`config.mk`:
```
export PLATFORM = sky130hd
export DESIGN_NAME = rsi_mul
export DESIGN_NICKNAME = d
export VERILOG_FILES = /design/src/rtl/ray_sphere_intersect_macros.svh /design/src/rtl/rsi_pkg.sv /design/src/rtl/rsi_mul.sv
export SDC_FILE = /design/constraint.sdc
export NUM_CORES = 2
export LEC_CHECK = 0
export BUFFER_PORTS_ARGS = -buffer_cell sky130_fd_sc_hd__buf_2
export CAP_MARGIN = 20
export CORE_ASPECT_RATIO = 0.5
export CORE_UTILIZATION = 55
export CTS_CLUSTER_SIZE = 16
export DETAILED_ROUTE_END_ITERATION = 6
export HOLD_SLACK_MARGIN = 0.06
export PLACE_DENSITY = 0.77
export RECOVER_POWER = 25
export REMOVE_ABC_BUFFERS = 1
export SLEW_MARGIN = 30
export SYNTH_ARGS = -nofsm -noshare
export SYNTH_HDL_FRONTEND = slang
export SYNTH_SLANG_ARGS = --single-unit
```
`constraint.sdc`:
```
create_clock -name clock -period 8.55 [get_ports clock]
set_input_delay 0.4275 -clock clock [delete_from_list [all_inputs] [get_ports clock]]
set_output_delay 0.4275 -clock clock [all_outputs]
set_load 0.03 [all_outputs]
```
`src/rtl/ray_sphere_intersect_macros.svh`:
```
// Assertion macros shared by the ray/sphere intersection RTL.
// Expects signals named clock and reset in the including module.
`ifndef RAY_SPHERE_INTERSECT_MACROS_SVH
`define RAY_SPHERE_INTERSECT_MACROS_SVH

// Check a consequence in the same cycle as its antecedent.
`define RSI_CHECK_NOW(label, ante, cons, msg) \
   label: assert property (@(posedge clock) disable iff (reset) (ante) |-> (cons)) \
      else $error(msg);

// Check a consequence in the cycle after its antecedent.
`define RSI_CHECK_NEXT(label, ante, cons, msg) \
   label: assert property (@(posedge clock) disable iff (reset) (ante) |=> (cons)) \
      else $error(msg);

`endif

```
`src/rtl/rsi_pkg.sv`:
```
// Shared constants for the ray/sphere intersection block.
// No dependencies; imported by rsi_mul, ray_sphere_intersect, the checker and the testbench.
package rsi_pkg;
   localparam int COORD_WIDTH_DEF = 32;
   localparam int FRAC_BITS_DEF   = 16;
   localparam int LIMB_BITS       = 32;

   localparam logic [1:0] REG_CENTER_X = 2'd0;
   localparam logic [1:0] REG_CENTER_Y = 2'd1;
   localparam logic [1:0] REG_CENTER_Z = 2'd2;
   localparam logic [1:0] REG_RADIUS   = 2'd3;
endpackage

```
`src/rtl/rsi_mul.sv`:
```
// Three-stage pipelined signed multiplier built from limb partial products.
// Depends on rsi_pkg (LIMB_BITS).
module rsi_mul #(
   parameter int WA = 32,
   parameter int WB = 32
) (
   input  logic                    clock,
   input  logic                    en,
   input  logic signed [WA-1:0]    a,
   input  logic signed [WB-1:0]    b,
   output logic signed [WA+WB-1:0] p
);
   import rsi_pkg::*;

   localparam int L   = LIMB_BITS;
   localparam int NLA = (WA + L - 1) / L;
   localparam int NLB = (WB + L - 1) / L;
   localparam int AXW = NLA * L;
   localparam int BXW = NLB * L;
   localparam int PW  = 2 * L + 2;
   localparam int WX  = AXW + BXW + 2;

   logic signed [AXW-1:0] a_ext;
   logic signed [BXW-1:0] b_ext;
   logic signed [L:0]     la [NLA];
   logic signed [L:0]     lb [NLB];
   logic signed [PW-1:0]  pp_ff [NLA][NLB];
   logic signed [WX-1:0]  row_in [NLA];
   logic signed [WX-1:0]  row_ff [NLA];
   logic signed [WX-1:0]  p_in;
   logic signed [WX-1:0]  p_ff;

   assign a_ext = AXW'(a);
   assign b_ext = BXW'(b);

   // top limb carries the sign, lower limbs are plain magnitudes
   always_comb begin
      for (int i = 0; i < NLA; i++) begin
         la[i] = (i == NLA - 1) ? {a_ext[i*L+L-1], a_ext[i*L +: L]} : {1'b0, a_ext[i*L +: L]};
      end
      for (int j = 0; j < NLB; j++) begin
         lb[j] = (j == NLB - 1) ? {b_ext[j*L+L-1], b_ext[j*L +: L]} : {1'b0, b_ext[j*L +: L]};
      end
   end

   always_ff @(posedge clock) begin
      if (en) begin
         for (int i = 0; i < NLA; i++) begin
            for (int j = 0; j < NLB; j++) begin
               pp_ff[i][j] <= la[i] * lb[j];
            end
         end
      end
   end

   always_comb begin
      for (int i = 0; i < NLA; i++) begin
         row_in[i] = '0;
         for (int j = 0; j < NLB; j++) begin
            row_in[i] = row_in[i] + (WX'(pp_ff[i][j]) <<< (j * L));
         end
      end
   end

   always_ff @(posedge clock) begin
      if (en) begin
         row_ff <= row_in;
      end
   end

   always_comb begin
      p_in = '0;
      for (int i = 0; i < NLA; i++) begin
         p_in = p_in + (row_ff[i] <<< (i * L));
      end
   end

   always_ff @(posedge clock) begin
      if (en) begin
         p_ff <= p_in;
      end
   end

   assign p = p_ff[WA+WB-1:0];
endmodule

```
==> results.toml <==
[route]
drtAntennaViolNets = 0
viasPerCell = 5.46
detail_route.wl_per_cell_um = 19.3
dr.pass1.iters = 6
wl_mm = 98.2
first_iter_violations = 1873
vias = 27826
drc = 0

[sta]
slew_headroom_pct = 43.6
fmax_mhz = 124
setup_tns_ns = 0
min_period_ns = 8.06
post-route-period-util_pct = 94.3
skew_ns = 0.0170
worst_pin_slew_ns = 0.846
slew_viol_final = 0
setup_viol = 0
hold_viol = 0
finalWorstSetupSlack_ns = 0.486
rsz0062_at_grt = "false"

[final_layout]
final_core_util_pct = 58.7
area_delta_synth_final_pct = 5.49
multi_input_area_um2 = 31800
nets = 5400
fillers = 6319
finalNonFillerCells = 5096
seq_area_um2 = 5770
diodes = 0
layout-drive-gt1-share_pct = 5.82

[clock_tree]
clkSinkCount = 192
htree_levels = 4
cts_tree = "done"
root_buffer = "clkbuf_16"
clockBufferDepth = 3
cts_hold_buf = 0
cts_setup_buffers = 0
clk_pin_slew_ns = 0.07
clk_latency_ns = 0.49
cts_buffers = 25

[placement]
port_buffers = 129
globalplace.congestion = 0.899
place_ws_ns = -0.00662
hpwlAfterDp_mm = 81.2
dpl.cell_count = 5063

[outcome]
status = "finished, final reports clean"

[floorplanning]
rows = 71
dieWidth_um = 392
io_pins = 130
die_area_um2 = 77400
initial_core_util_pct = 55.7
core_area_um2 = 75300
die_h_um = 197

[yosys]
async_flop_share_pct = 0
yosysTopAreaCellShare_pct = 51.7
synth_most_common_cell = "fa_1"
yosysSeqAreaShare_pct = 13.8
yosys_warnings = 0
synth-edff-count = 192
yosysTopAreaCell = "fa_1"
ys_seq_elements = 192
syn_area_um2 = 41900
yosys-top-cells-area = "fa_1, edfxtp_1, inv_1, and2_1, ha_1"
yosysUniqueCellTypes = 61
ys.flop_type = "edfxtp_1"
yosys-top-cells-count = "fa_1, inv_1, nand2_1"
syn-instance-count = 4062
synth.avg_cell_area_um2 = 10.3

[setup_path]
critPathBufInv = 8
required_ns = 8.77
crit_top_cell = "fa_1"
arrival_ns = 8.29
path_class = "input pin to flip-flop"
crit_fanout = 28
slowest_delay_ns = 0.58
cp-end-kind = "flip-flop"
reg2reg_to = "p_ff[20]"
ff2ff_setup_slack_ns = 7.87
crit_family = "adder cells"
r2r_cells = 0
cp_slowest_cell = "a211oi_2"
start_kind = "input pin"
r2r_start = "row_ff[20]"

[hold_path]
min_path_type = "flip-flop to flip-flop"
hp-start = "pp_ff[0][33]"
whs_endpoint = "row_ff[33]"
whs_path_depth = 0

[global_route]
grt_start_max_net_pins = 111
grt_usage_pct = 27.5
antenna_found_initial = 1
grt_pass1_vias = 32522
grt_first_pass_wirelength_mm = 164
gr-total-overflow = 0

[job]
max-cap-violations = 0
==> stage by stage <==
step	hold slack (ns)	instance area, µm²
final	0.399	44200
after global routing	0.410	44200
after CTS	0.409	44200
after detailed placement	0.405	43500
after global placement	0.401	43500
after floorplan	0.400	41100
==> cells by family (layout without fill, tap and decap cells) <==
kind of cell	Yosys count	count (layout)	share of synthesized area, %
adders and majority gates	1266	1266	57.1
DFF	192	192	13.8
muxes	1	1	0.0239
and+or+nand+nor	1157	1157	13.8
AOI/OAI and AO/OA	207	207	3.27
xor gates and xnor gates	70	70	1.46
buffers and inverters	1169	1181	10.5
==> what timing repair did <==
item                                    4_1_cts  5_1_grt
endpoints found under the setup margin        0        1
hold endpoints to repair                      0        0
gates resized for setup                       0        1
==> registers in the layout (all words and copies together) (netlist names) <==
name / cells
row_ff: 63
pp_ff: 64
p_ff: 64
row_in: 1
==> metal layers <==
| metal | part of all wire (%) | GRT usage, % |
|---|---|---|
| met3 | 7.5 | 5.39 |
| met1 | 36 | 32.5 |
| met2 | 51 | 48.8 |
| met4 | 5.0 | 12.4 |
| met5 | 0.013 | 0 |
==> area by class of cell <==
| cell class | instances | share of cell area (%) |
|---|---|---|
| Multi-Input combinational cell | 2701 | 71.8 |
| Sequential cell | 192 | 13.0 |
| Inverter | 954 | 8.10 |
| Tap cell | 1022 | 2.89 |
| Timing Repair Buffer | 194 | 2.65 |
| Clock buffer | 28 | 1.44 |
| Clock inverter | 5 | 0.105 |
==> how the worst max path moves through the flow <==
stage	from	end	slack, ns	depth (start not counted)
detailed placement	b[2]	pp_ff[0][64]	-0.007	23
global route	b[9]	pp_ff[0][64]	0.1	27
floorplan	b[2]	pp_ff[0][61]	1.14	24
finish	b[9]	pp_ff[0][64]	0.49	27
global placement	b[9]	pp_ff[0][64]	0.16	27
CTS	b[2]	pp_ff[0][64]	0.48	23
==> cell usage in the layout, fill, tap and decap left out, types with 7 or more instances in the layout <==
cell type  count
o21a_1         8
inv_1        953
buf_2        128
nand4_1       16
o21bai_1      16
nor2_1        53
nor2b_1        7
xor2_1        19
ha_1         184
edfxtp_1     192
o21ai_0       23
fa_1        1081
xnor2_1       51
clkbuf_16     25
a21o_1        23
o211ai_1       7
nor3_1         7
nand3_1        8
nand2b_1       9
buf_4         62
a21oi_1       69
nand2_1      526
a31oi_1       12
and2_1       513
Power is left out: the tool's default activity adds up to more than one toggle a clock period on the data nets, which glitch-free logic cannot reach.
